`src/rtl/smac_pkg.sv`:
```
// Package for the shadow memory access checker.
// Holds field widths, command and status codes, queue entry type and state encoding.
// No dependencies.
`default_nettype none

package smac_pkg;

	localparam int ADDR_W = 17;
	localparam int SIZE_W = 13;
	localparam int IDX_W  = 20;	// widest shadow word index supported
	localparam int WORD_W = 32;

	localparam int DEF_SHADOW_WORDS    = 4096;
	localparam int DEF_MAX_ALLOC_BYTES = 4096;

	localparam logic [WORD_W-1:0] POISON_WORD = 32'hffff_ffff;

	localparam logic [1:0] CMD_CHECK   = 2'd0;
	localparam logic [1:0] CMD_ALLOC   = 2'd1;
	localparam logic [1:0] CMD_RELEASE = 2'd2;
	localparam logic [1:0] CMD_RSVD    = 2'd3;	// no meaning, answered as a bad request

	localparam logic [1:0] ST_OK      = 2'd0;
	localparam logic [1:0] ST_ILLEGAL = 2'd1;
	localparam logic [1:0] ST_BAD     = 2'd2;

	typedef enum logic [1:0] {
		OP_CHECK,
		OP_ALLOC,
		OP_RELEASE,
		OP_BAD
	} op_t;

	// One classified request, as handed from front to back
	typedef struct packed {
		op_t               op;
		logic [ADDR_W-1:0] addr;
		logic [3:0]        size;      // check width, 1..8
		logic              is_store;
		logic [IDX_W-1:0]  w;         // block or access word
		logic [IDX_W-1:0]  wlo;       // leading redzone word
		logic [IDX_W-1:0]  wend;      // tail word (or trailing redzone)
		logic [IDX_W-1:0]  last;      // trailing redzone word
		logic [WORD_W-1:0] tail;      // encoded partial tail word
	} qentry_t;

	typedef struct packed {
		logic full;
		logic empty;
	} q_stat_t;

	typedef enum logic [2:0] {
		BK_CLEAR,
		BK_IDLE,
		BK_CHK_EVAL,
		BK_ALLOC_WR,
		BK_REL_RD,
		BK_REL_EVAL,
		BK_RESP
	} bk_state_t;

endpackage

`default_nettype wire

```
`src/rtl/smac_queue.sv`:
```
// Two-entry queue of classified requests between front and back.
// Depends on smac_pkg.
`default_nettype none

module smac_queue
	import smac_pkg::*;
(
	input  wire      clk,
	input  wire      arst_n,
	input  wire      push,
	input  qentry_t  push_entry,
	input  wire      pop,
	output qentry_t  head,
	output q_stat_t  q_stat
);

	localparam int DEPTH = 2;

	qentry_t    ent_q [DEPTH];
	logic       wp_q;
	logic       rp_q;
	logic [1:0] cnt_q;

	assign head         = ent_q[rp_q];
	assign q_stat.full  = cnt_q == 2'(DEPTH);
	assign q_stat.empty = cnt_q == 2'd0;

	// store payload
	always_ff @(posedge clk) begin
		if (push) begin
			ent_q[wp_q] <= push_entry;
		end
	end

	// advance pointers and count
	always_ff @(posedge clk or negedge arst_n) begin
		if (!arst_n) begin
			wp_q  <= 1'b0;
			rp_q  <= 1'b0;
			cnt_q <= 2'd0;
		end else begin
			if (push) wp_q <= ~wp_q;
			if (pop) rp_q <= ~rp_q;
			cnt_q <= cnt_q + 2'(push) - 2'(pop);
		end
	end

endmodule

`default_nettype wire

```
`config.mk`:
```
export PLATFORM = sky130hd
export DESIGN_NAME = smac_queue
export DESIGN_NICKNAME = d
export VERILOG_FILES = /design/src/rtl/smac_pkg.sv /design/src/rtl/smac_queue.sv
export SDC_FILE = /design/constraint.sdc
export NUM_CORES = 1
export LEC_CHECK = 0
export BUFFER_PORTS_ARGS = -buffer_cell sky130_fd_sc_hd__buf_2
export CORE_ASPECT_RATIO = 1.2
export CORE_MARGIN = 5
export CORE_UTILIZATION = 56
export CTS_CLUSTER_SIZE = 20
export DETAILED_ROUTE_END_ITERATION = 8
export PLACE_DENSITY = 0.85
export SYNTH_ARGS = -nofsm -noshare
export SYNTH_HDL_FRONTEND = slang
export SYNTH_SLANG_ARGS = --single-unit
```
`constraint.sdc`:
```
create_clock -name clk -period 16.8 [get_ports clk]
set_input_delay 1.68 -clock clk [delete_from_list [all_inputs] [get_ports clk]]
set_output_delay 1.68 -clock clk [all_outputs]
set_load 0.005 [all_outputs]
```
==> results.yml <==
worst_setup_path:
  reg2reg_from: "wp_q$_DFFE_PN0P_"
  cp-end-kind: "output port"
  arrival_ps: 2940
  critical_path.startpoint_type: "flop"
  rr_endpoint: "ent_q[0][13]$_DFFE_PP_"
  reg2reg_slack_ps: 14300
  crit_path_max_fanout: 87
  required_ps: 15120
  ff2ff_path_depth: 3
  critical_path_class: "flop to output port"
cells_and_area:
  multiInputGateArea_mm2: 0.00163
  num_antenna_cells: 0
  nNetsFinal: 875
  ff_latch_area_mm2: 0.00827
  area_growth_pct: 23.2
  drive_above_1_share_pct: 61.1
  n_fill_cell: 1061
power_and_ir_drop:
  power.density_mw_per_mm2: 164
  power_frac_comb_pct: 24.8
  switchingPower_w: 0.000531
  swShare_pct: 26.1
  ir_worst_vdd_uv: 143
  clock_power_share_pct: 27.5
  seqPwrFrac_pct: 47.7
  p_leak_nw: 4.72
  p_int_w: 0.00150
status:
  status: "finished clean"
clocking:
  cts.path.max_buffers: 3
  cts_resized: 0
  cts-root-buf: "clkbuf_16"
  cts_made_buffers: 27
  tritoncts: "built"
  cts_num_sinks: 276
  cts_hold_buffers: 0
  insertion_delay_ps: 510
  post_cts_buffers: 0
  clk_pin_slew_ps: 60
  h-tree-depth: 1
floorplan:
  initial_core_util_pct: 57.2
  chipWidth_um: 133
  die_area_mm2: 0.0208
  pin_count: 278
  rows: 53
  die_h_um: 157
  coreArea_mm2: 0.0176
sta:
  slew_headroom_pct: 25.9
  clock_skew_ps: 6.38
  final.setup.tns_ps: 0
  rsz0062_at_grt: "no"
  worst_pin_slew_ps: 1110
  fin_crit_sh_pct: 27.5
  hold_slack_ps: 556
  max_freq_mhz: 216
  setup_violations: 0
  finalHoldViolations: 0
  min_period_ps: 4620
  finalMaxSlewViolations: 0
yosys:
  synth_common_cells: "edfxtp_1 (272), mux2_2 (136), clkbuf_8 (10)"
  syn_area_mm2: 0.0101
  yosys_warnings: 0
  synthCells: 438
  synth_seq_cells: 276
  synthArstFlopShare_pct: 1.45
  syn-num-nets: 580
  synth_edf_count: 272
  yosysUniqueCellTypes: 12
  syn_avg_cell_area_um2: 23.0
  netlist_top_cells_area: "edfxtp_1 (81%), mux2_2 (15%), clkbuf_8 (1.4%)"
  synth.most_common_cell: "edfxtp_1"
  synth_top_cell_by_area: "edfxtp_1"
  synth_ff_type: "edfxtp_1"
  yosysSeqAreaShare_pct: 81.9
  synth.top_cell.area_share_pct: 81.0
global_routing:
  track_usage_pct: 17.9
  gr-total-overflow: 0
  grt_antenna_before_repair: 0
  grt_pass1_vias: 5693
  grt_max_degree: 88
  grt_first_pass_wirelength_mm: 29.6
placed_design:
  numPortBuffers: 277
  place_congestion: 0.755
  dpl.hpwl_mm: 13.4
min_path:
  hold_end: "wp_q$_DFFE_PN0P_"
  hp-class: "flop to flop"
  holdPathStages: 1
  min_from: "wp_q$_DFFE_PN0P_"
route:
  viasPerCell: 5.22
  ant_nets: 0
  drt-pass1-iter-count: 4
  drt-wirelength-per-cell_um: 19.9
  drc_errors: 0
  drt_wl_total_mm: 19.4
  drt_iter0_drc: 200
  vias: 5082
run:
  cap_viol_max_count: 0
## per-layer routing
layer	share of wire [%]	global-route usage [%]	vias up	wire length (µm)
met5	0	0	-	0
met4	1.8	4.65	0	340
met3	8.3	5.08	28	1610
met2	55	33.8	214	10600
met1	35	19.9	2503	6780
li1	-	-	2337	-
## power groups by stage
stage,clock network (W),registers [W],logic (W)
detailed placement,0,0.000987,0.000512
global placement,0,0.000976,0.000498
floorplan,0,0.000973,0.000348
global route,0.000602,0.000983,0.000544
finish,0.000560,0.000970,0.000504
CTS,0.000573,0.000973,0.000517
## registers in the layout, summed over array words and instances, names as in the netlist
register  cells
rp_q          1
wp_q          1
ent_q       272
cnt_q         2
## cell usage in the layout (no fill, tap or decap)
master | netlist | routed
clkbuf_1 | 0 | 5
buf_2 | 0 | 277
clkinv_1 | 0 | 4
inv_6 | 0 | 1
xor3_1 | 1 | 1
mux2_2 | 136 | 136
clkinvlp_4 | 0 | 1
inv_1 | 2 | 2
nor2_1 | 1 | 1
dfrtp_4 | 0 | 1
dfrtp_1 | 4 | 3
xor2_1 | 2 | 2
clkbuf_16 | 0 | 27
nor2b_4 | 0 | 1
clkinv_2 | 0 | 9
and2_4 | 0 | 1
nor2b_1 | 2 | 1
buf_4 | 0 | 4
bufinv_16 | 0 | 2
edfxtp_1 | 272 | 272
ha_1 | 2 | 2
## critical path: stages, from the launching register on
cell,delay [ps]
dfrtp_4,850
buf_4,930
mux2_2,440
buf_2,130
## worst max-delay path by stage
| stage | cells past startpoint | to | slack (ps) | startpoint |
|---|---|---|---|---|
| after floorplan | 1 | ent_q[0][0]$_DFFE_PP_ | 8580 | push |
| after global placement | 3 | head[48] | 12710 | rp_q$_DFFE_PN0P_ |
| after CTS | 3 | head[48] | 12100 | rp_q$_DFFE_PN0P_ |
| after global routing | 3 | head[63] | 12020 | rp_q$_DFFE_PN0P_ |
| after detailed placement | 3 | head[64] | 12650 | rp_q$_DFFE_PN0P_ |
| final | 3 | head[30] | 12180 | rp_q$_DFFE_PN0P_ |
## per-stage QoR
stage | total power [W] | utilization [%] | cell area [µm²] | cells | worst slack (ps)
after floorplan | 0.00132 | - | 10100 | 438 | 8580
after global placement | 0.00147 | 65.8 | 11600 | 924 | 12710
after detailed placement | 0.00150 | 65.8 | 11600 | 924 | 12650
after CTS | 0.00206 | 70.5 | 12400 | 973 | 12100
after global routing | 0.00213 | 70.5 | 12400 | 973 | 12020
final | 0.00203 | 70.5 | 12400 | 973 | 12180
## area by class of cell
cell class / count / area share (%)
clock buffers: 32 / 5.59
multi-input cells: 145 / 13.1
clock inverters: 17 / 1.10
flip-flops and latches: 276 / 66.5
repair buffers: 281 / 11.4
well taps: 220 / 2.21
inverters: 2 / 0.0604
## logic make-up (layout without fill, tap and decap cells)
logic type | count (synthesis) | in the layout | share of synthesized area (%)
DFF | 276 | 276 | 81.9
muxes | 136 | 136 | 15.2
xor gates and xnor gates | 3 | 3 | 0.409
buffers and inverters | 17 | 332 | 2.00
and+or+nand+nor | 4 | 4 | 0.223
adders and majority gates | 2 | 2 | 0.248
No activity file was read; power rests on OpenSTA's default activity.
