$ cat config.mk
export PLATFORM = sky130hd
export DESIGN_NAME = smac_front
export DESIGN_NICKNAME = d
export VERILOG_FILES = /design/src/rtl/smac_pkg.sv /design/src/rtl/smac_front.sv
export SDC_FILE = /design/constraint.sdc
export NUM_CORES = 1
export LEC_CHECK = 0
export BUFFER_PORTS_ARGS = -buffer_cell sky130_fd_sc_hd__buf_2
export CORE_UTILIZATION = 35
export DETAILED_ROUTE_END_ITERATION = 12
export PLACE_DENSITY = 0.83
export SLEW_MARGIN = 20
export SYNTH_ARGS = -nofsm -noshare
export SYNTH_HDL_FRONTEND = slang
export SYNTH_SLANG_ARGS = --single-unit
$ cat constraint.sdc
create_clock -name vclk -period 6.05
set_input_delay 0.3025 -clock vclk [all_inputs]
set_output_delay 0.3025 -clock vclk [all_outputs]
set_load 0.005 [all_outputs]
$ cat src/rtl/smac_pkg.sv
// Package for the shadow memory access checker.
// Holds field widths, command and status codes, queue entry type and state encoding.
// No dependencies.
`default_nettype none

package smac_pkg;

	localparam int ADDR_W = 17;
	localparam int SIZE_W = 13;
	localparam int IDX_W  = 20;	// widest shadow word index supported
	localparam int WORD_W = 32;

	localparam int DEF_SHADOW_WORDS    = 4096;
	localparam int DEF_MAX_ALLOC_BYTES = 4096;

	localparam logic [WORD_W-1:0] POISON_WORD = 32'hffff_ffff;

	localparam logic [1:0] CMD_CHECK   = 2'd0;
	localparam logic [1:0] CMD_ALLOC   = 2'd1;
	localparam logic [1:0] CMD_RELEASE = 2'd2;
	localparam logic [1:0] CMD_RSVD    = 2'd3;	// no meaning, answered as a bad request

	localparam logic [1:0] ST_OK      = 2'd0;
	localparam logic [1:0] ST_ILLEGAL = 2'd1;
	localparam logic [1:0] ST_BAD     = 2'd2;

	typedef enum logic [1:0] {
		OP_CHECK,
		OP_ALLOC,
		OP_RELEASE,
		OP_BAD
	} op_t;

	// One classified request, as handed from front to back
	typedef struct packed {
		op_t               op;
		logic [ADDR_W-1:0] addr;
		logic [3:0]        size;      // check width, 1..8
		logic              is_store;
		logic [IDX_W-1:0]  w;         // block or access word
		logic [IDX_W-1:0]  wlo;       // leading redzone word
		logic [IDX_W-1:0]  wend;      // tail word (or trailing redzone)
		logic [IDX_W-1:0]  last;      // trailing redzone word
		logic [WORD_W-1:0] tail;      // encoded partial tail word
	} qentry_t;

	typedef struct packed {
		logic full;
		logic empty;
	} q_stat_t;

	typedef enum logic [2:0] {
		BK_CLEAR,
		BK_IDLE,
		BK_CHK_EVAL,
		BK_ALLOC_WR,
		BK_REL_RD,
		BK_REL_EVAL,
		BK_RESP
	} bk_state_t;

endpackage

`default_nettype wire

$ cat src/rtl/smac_front.sv
// Front end: accepts request beats and classifies them into queue entries.
// Depends on smac_pkg.
`default_nettype none

module smac_front
	import smac_pkg::*;
#(
	parameter int SHADOW_WORDS    = DEF_SHADOW_WORDS,
	parameter int MAX_ALLOC_BYTES = DEF_MAX_ALLOC_BYTES
) (
	input  wire         s_tvalid,
	output logic        s_tready,
	input  wire  [31:0] s_tdata,	// addr[16:0], size[29:17], zero fill
	input  wire  [2:0]  s_tuser,	// cmd[1:0], is_store[2]
	input  q_stat_t     q_stat,
	input  wire         init_done,
	output logic        push,
	output qentry_t     push_entry
);

	localparam logic [31:0] WIN_BYTES = 32'(SHADOW_WORDS * 32);
	localparam logic [31:0] N_WORDS   = 32'(SHADOW_WORDS);
	localparam logic [31:0] MAX_ALLOC = 32'(MAX_ALLOC_BYTES);

	logic [1:0]        cmd;
	logic [ADDR_W-1:0] addr;
	logic [SIZE_W-1:0] size;
	logic [31:0]       w32;
	logic [31:0]       last32;
	logic [31:0]       wend32;
	logic              in_win;
	logic              aligned;
	logic [WORD_W-1:0] tail;
	logic [1:0]        g;
	logic [2:0]        part;

	assign cmd  = s_tuser[1:0];
	assign addr = s_tdata[ADDR_W-1:0];
	assign size = s_tdata[ADDR_W +: SIZE_W];

	// accept when the queue has room and the store is initialized
	assign s_tready = init_done && !q_stat.full;
	assign push     = s_tvalid && s_tready;

	// word span of an allocation
	assign w32     = 32'(addr[ADDR_W-1:5]);
	assign wend32  = w32 + 32'(size[SIZE_W-1:5]);
	assign last32  = wend32 + ((size[4:0] != 5'd0) ? 32'd1 : 32'd0);
	assign in_win  = 32'(addr) < WIN_BYTES;
	assign aligned = addr[4:0] == 5'd0;
	assign g       = size[4:3];
	assign part    = size[2:0];

	// encode the partial tail word
	always_comb begin
		for (int b = 0; b < 4; b++) begin
			if (2'(b) < g) begin
				tail[b*8 +: 8] = 8'h00;
			end else if (2'(b) == g && part != 3'd0) begin
				tail[b*8 +: 8] = {5'd0, part};
			end else begin
				tail[b*8 +: 8] = 8'hff;
			end
		end
	end

	// classify
	always_comb begin
		push_entry          = '0;
		push_entry.addr     = addr;
		push_entry.size     = size[3:0];
		push_entry.is_store = s_tuser[2];
		push_entry.w        = w32[IDX_W-1:0];
		push_entry.wlo      = IDX_W'(w32 - 32'd1);
		push_entry.wend     = wend32[IDX_W-1:0];
		push_entry.last     = last32[IDX_W-1:0];
		push_entry.tail     = tail;
		push_entry.op       = OP_BAD;
		if (in_win) begin
			unique case (cmd)
				CMD_CHECK: begin
					if (size >= SIZE_W'(1) && size <= SIZE_W'(8)) push_entry.op = OP_CHECK;
				end
				CMD_ALLOC: begin
					if (aligned && 32'(size) <= MAX_ALLOC && w32 != 32'd0 && last32 < N_WORDS)
						push_entry.op = OP_ALLOC;
				end
				CMD_RELEASE: begin
					if (aligned) push_entry.op = OP_RELEASE;
				end
				default: push_entry.op = OP_BAD;
			endcase
		end
	end

endmodule

`default_nettype wire

==> metrics.cfg, run 1 <==
[critical_path]
arrival_ns = 2.90
critical_path_required_ns = 5.75
cp-start-kind = primary input
path_class = primary input to output port
critical_path.startpoint = s_tdata[17]
cp_max_fo = 7
end_kind = output port
setup.worst_path.end = push_entry[135]

[routing]
firstDrtPassIters = 4
wl_per_cell_microns = 11.4
vias = 1814
drc_errors = 0
drt-total-wl_microns = 4620
viasPerCell = 4.49
antenna_left = 0
first_iter_violations = 46

[place]
dp_slack_ns = 2.82
numPortBuffers = 150
dp_cells = 404
hpwlAfterDp_microns = 4050
gp_congestion = 0.807

[floorplan]
initial_core_util_pct = 37.4
die_x_microns = 74.0
core_area_sq_um = 4850
die_h_microns = 74.0
die-area_sq_um = 5480
num_io_pins = 177
rows = 25

[sta]
setup_tns_ns = 0
rsz0062_at_grt = no
setup_viol = 0
fin_ws_ns = 2.85
fmax_mhz = 312
finalHoldViolCount = 0
min_period_over_period_pct = 52.9
slew_violations = 0
fin_crit_ns = 3.20

[global_route]
grt_pass1_vias = 1505
grt_max_degree = 18
globalRouteTotalUtil_pct = 14.9
grt_pass1_wl_microns = 6670
grt_remaining_overflow = 0
antenna_found_initial = 0

[synthesis]
synth_top_family_by_area = buffers and inverters
synthMuxAreaShare_pct = 0.552
ys_top_cells_by_area = buf_4 33%, ha_1 8.3%, xnor2_1 5.8%
avgSynthCellArea_sq_um = 7.17
synthAdderAreaFrac_pct = 9.38
synth-simple-area-share_pct = 24.1
synth.largest_area_cell = buf_4
ys_types = 44
ys_seq_area_share_pct = 0
ys_warn_count = 0
yosysTopAreaCellShare_pct = 32.7
netlist_instances = 253
synth_area_sq_um = 1810
synth_compound_gate_area_share_pct = 12.6
synth_xor_area_share_pct = 15.4

[cells_and_area]
ff_latch_area_sq_um = 0
drive_gt1_share_pct = 48.4
final_common_cell = buf_2
syn_to_final_growth_pct = 15.7
fin_nets = 391
fillCellCount = 510
nClkBuffers = 0
final_cells = 404
insertedDiodeCount = 0
seq_cells = 0
mostFrequentLayoutCells = 150 x buf_2, 22 x conb_1, 15 x inv_1, 14 x nor2_1
multi_input_area_sq_um = 1210

[power_and_ir_drop]
power.density_nw_per_um2 = 93.4
p_leak_nw = 1.15
ir_drop_v = 0.0000348
total_power_uw = 196

[flow_run]
drv_cap = 0

[worst_hold_path]
hp-class = primary input to output port

[clocking]
cts_resized = 0
cts_setup_buffers = 0
hold_buffers = 0

[status]
status = complete, no violations

[Yosys cell counts (all sizes together) (3+ instances only)]
| master | number |
|---|---|
| and2 | 3 |
| nor3 | 13 |
| xnor2 | 14 |
| or3 | 3 |
| nor4 | 4 |
| nand3 | 10 |
| or4 | 3 |
| buf | 80 |
| xor2 | 12 |
| a21oi | 12 |
| nand2 | 12 |
| clkbuf | 7 |
| a31oi | 6 |
| o21ai | 7 |
| inv | 15 |
| nand4 | 5 |
| nor2b | 5 |
| ha | 12 |
| nor2 | 14 |
[layout make-up]
cell class | instances | area share, %
multi-input combinational | 172 | 57.6
timing repair buffer | 150 | 35.8
tap | 67 | 3.99
inverter | 15 | 2.68
[worst min-delay path by stage]
stage | startpoint | slack (ns) | end | cells after the start
global placement | s_tuser[2] | 0.61 | push_entry[112] | 0
detailed placement | s_tuser[2] | 0.61 | push_entry[112] | 0
floorplan | q_stat[1] | 0.64 | s_tready | 1
global route | s_tuser[2] | 0.61 | push_entry[112] | 0
finish | s_tuser[2] | 0.61 | push_entry[112] | 0
CTS | s_tuser[2] | 0.61 | push_entry[112] | 0
[where the power goes]
group,total [mW],leakage [nW],internal (mW),switching [mW]
combinational,0.196,1.15,0.0900,0.106
sequential,0,0,0,0
clock,0,0,0,0
total,0.196,1.15,0.0900,0.106
[logic make-up after synthesis]
logic type / count (synthesis)
adder cells (fa/ha/maj): 13
buffers and inverters: 102
XOR/XNOR: 26
multiplexers: 1
other: 1
AND/OR/NAND/NOR: 78
AO/OA/AOI/OAI: 32
[critical path, stage by stage]
cell,delay (ns)
buf_2,0.13
or3_1,0.50
nor3_2,0.28
inv_1,0.14
ha_1,0.24
ha_1,0.24
nand3_1,0.09
mux2i_1,0.13
nand4bb_1,0.21
nor4_4,0.06
a31oi_1,0.32
a21oi_1,0.10
buf_2,0.15
[metal layers]
| layer | track usage (%) | share of wire (%) |
|---|---|---|
| met2 | 30.0 | 53 |
| met5 | 0 | 0 |
| met1 | 17.1 | 39 |
| met4 | 2.14 | 0.95 |
| met3 | 1.08 | 7.2 |
[stage by stage]
stage	util [%]	instance area [sq um]	hold slack, ns
after global placement	43.3	2100	0.605
after floorplan	-	1890	0.640
after detailed placement	43.3	2100	0.605
after CTS	43.3	2100	0.605
final	43.3	2100	0.605
after global routing	43.3	2100	0.605
(Power assumes the default switching activity.)
==> inputs of run 2 (changes only) <==
- ABC_AREA: not set -> 1
- PLACE_DENSITY: 0.83 -> 0.82
- clock period: 6.05 -> 2.74 ns (I/O delays scaled with it)
==> run 2 against run 1 <==
Net effect: synthesized cell count rose by 42%; final area rose by 16%; die area rose by 15%; highest routed layer is now met3; sequential share of layout area did not move; worst setup slack got worse by 2.5 ns; total power rose by 140%; critical path type unchanged; routed wire length rose by 21%; critical path depth rose by 4; global-route usage rose by 1.6 points; synthesized area rose by 16%; utilization fell by 0.26 points; cell count rose by 29%.
==> metrics.cfg, run 2 <==
[cells_and_area]
syn_to_final_growth_pct = 15.9
seq_cells = 0
final_cells = 522
postLayoutCellArea_sq_um = 2430
nClkBuffers = 0
drive_gt1_share_pct = 42.9
fillCellCount = 610
final_common_cell = buf_2
fin_nets = 504
multi_input_area_sq_um = 1340
ff_latch_area_sq_um = 0
insertedDiodeCount = 0
final_util_pct = 43.0
mostFrequentLayoutCells = 150 x buf_2, 65 x nand2_1, 56 x inv_1, 35 x nor2_1, 22 x conb_1

[sta]
fin_crit_ns = 2.43
fmax_mhz = 412
setup_tns_ns = 0
finalHoldViolCount = 0
min_period_over_period_pct = 88.6
slew_violations = 0
rsz0062_at_grt = no
setup_viol = 0

[synthesis]
yosysTopAreaCellShare_pct = 28.3
netlist_instances = 358
avgSynthCellArea_sq_um = 5.85
synth_compound_gate_area_share_pct = 5.19
ys_seq_area_share_pct = 0
yosysMostFrequentCell = buf_4
synthAdderAreaFrac_pct = 8.12
ys_types = 32
synth.largest_area_cell = buf_4
synth_xor_area_share_pct = 6.33
ys_top_cells_by_area = buf_4 28%, nand2_1 12%, inv_1 10%
synth_area_sq_um = 2100
synth-simple-area-share_pct = 40.4
synthMuxAreaShare_pct = 0
synthTopCellsByCount = 79 x buf_4, 65 x nand2_1, 56 x inv_1, 35 x nor2_1, 17 x nand3_1
synth_top_family_by_area = simple AND/OR/NAND/NOR gates
ys_warn_count = 0

[critical_path]
cp_slowest_stage_delay_ns = 0.41
path_class = primary input to output port
path_cells = buf_2 > ha_1 > inv_1 > fa_1 > inv_1 > ha_1 > inv_1 > nor2_4 > nand3_2 > nor2_2 > nand3_2 > nor2_4 > nand3_2 > nand3_1 > nand2_1 > inv_1 > buf_2
cp_max_fo = 4
end_kind = output port
timing.critical_path.buf_inv = 6
crit_slowest_cell = fa_1
arrival_ns = 2.29
crit_family = simple AND/OR/NAND/NOR gates
critical_path_required_ns = 2.60
cp-start-kind = primary input
path_common_cell = inv_1

[routing]
wl_per_cell_microns = 10.7
vias = 2262
drt-total-wl_microns = 5570
first_iter_violations = 57
viasPerCell = 4.33
antenna_left = 0
firstDrtPassIters = 4
drc_errors = 0

[global_route]
grt_pass1_vias = 2004
globalRouteTotalUtil_pct = 16.4
grt_pass1_wl_microns = 8580
use_met1_pct = 18.6
gr-usage-met3_pct = 0.686
top_usage_layer = met2
antenna_found_initial = 0
met2_usage_pct = 34.9
grt_remaining_overflow = 0
grt_max_degree = 11

[floorplan]
core_area_sq_um = 5640
die-area_sq_um = 6300
die_h_microns = 79.4
die_x_microns = 79.4
initial_core_util_pct = 37.1
rows = 27
num_io_pins = 177

[power_and_ir_drop]
p_leak_nw = 1.56
power.density_nw_per_um2 = 190
total_power_uw = 461
ir_drop_v = 0.0000906

[flow_run]
drv_cap = 0

[place]
placed_area_sq_um = 2430
gp_congestion = 0.810
dp_cells = 522
hpwlAfterDp_microns = 5080
numPortBuffers = 150

[worst_hold_path]
hp-class = primary input to output port
whs_endpoint = push_entry[112]
hp-start = s_tuser[2]
hold_depth = 0

[clocking]
cts_resized = 0
hold_buffers = 0
cts_setup_buffers = 0

[status]
status = complete, no violations

[run 2: cell types whose count changed after synthesis, sizes merged, moves of 4 or more]
cell    before  now
o21ai        7   11
nand3       10   24
a31oi        6    2
nor2b        5    0
nor3        13    6
clkbuf       7    1
nor2        14   42
inv         15   62
xnor2       14    3
nand2       12   82
a21oi       12    6
[run 2: cells by family after synthesis]
family                   after synthesis
AO/OA/AOI/OAI                         20
AND/OR/NAND/NOR                      168
other                                  1
buffers and inverters                143
adder cells (fa/ha/maj)               13
XOR/XNOR                              13
[run 2: worst max path at each step]
stage                                 end  slack, ns  depth (start not counted)       start
after floorplan           push_entry[135]       0.69                         15  s_tdata[5]
after global placement    push_entry[135]       0.32                         17  s_tdata[5]
after detailed placement  push_entry[135]       0.29                         17  s_tdata[5]
after CTS                 push_entry[135]       0.29                         17  s_tdata[5]
after global routing      push_entry[135]       0.11                         17  s_tdata[5]
final                     push_entry[135]       0.31                         17  s_tdata[5]
[run 2: report_power, final]
part           internal [mW]  switching [mW]  total (mW)
registers                  0               0           0
logic                  0.190           0.271       0.461
clock network              0               0           0
[run 2: metal layers]
layer / up-vias / wire, microns
li1: 1183 / -
met1: 994 / 2230
met2: 85 / 3070
met3: 0 / 278
met4: 0 / 0
met5: - / 0
[run 2: final cells by class]
class | count | share of cell area, %
multi-input combinational | 236 | 55.2
timing repair buffer | 152 | 31.5
inverter | 62 | 9.58
tap | 72 | 3.71
[run 2: per-stage QoR]
| step | worst slack, ns | hold WS [ns] |
|---|---|---|
| global placement | 0.325 | 0.274 |
| detailed placement | 0.292 | 0.274 |
| CTS | 0.287 | 0.274 |
| finish | 0.312 | 0.274 |
| floorplan | 0.687 | 0.305 |
| global route | 0.108 | 0.274 |
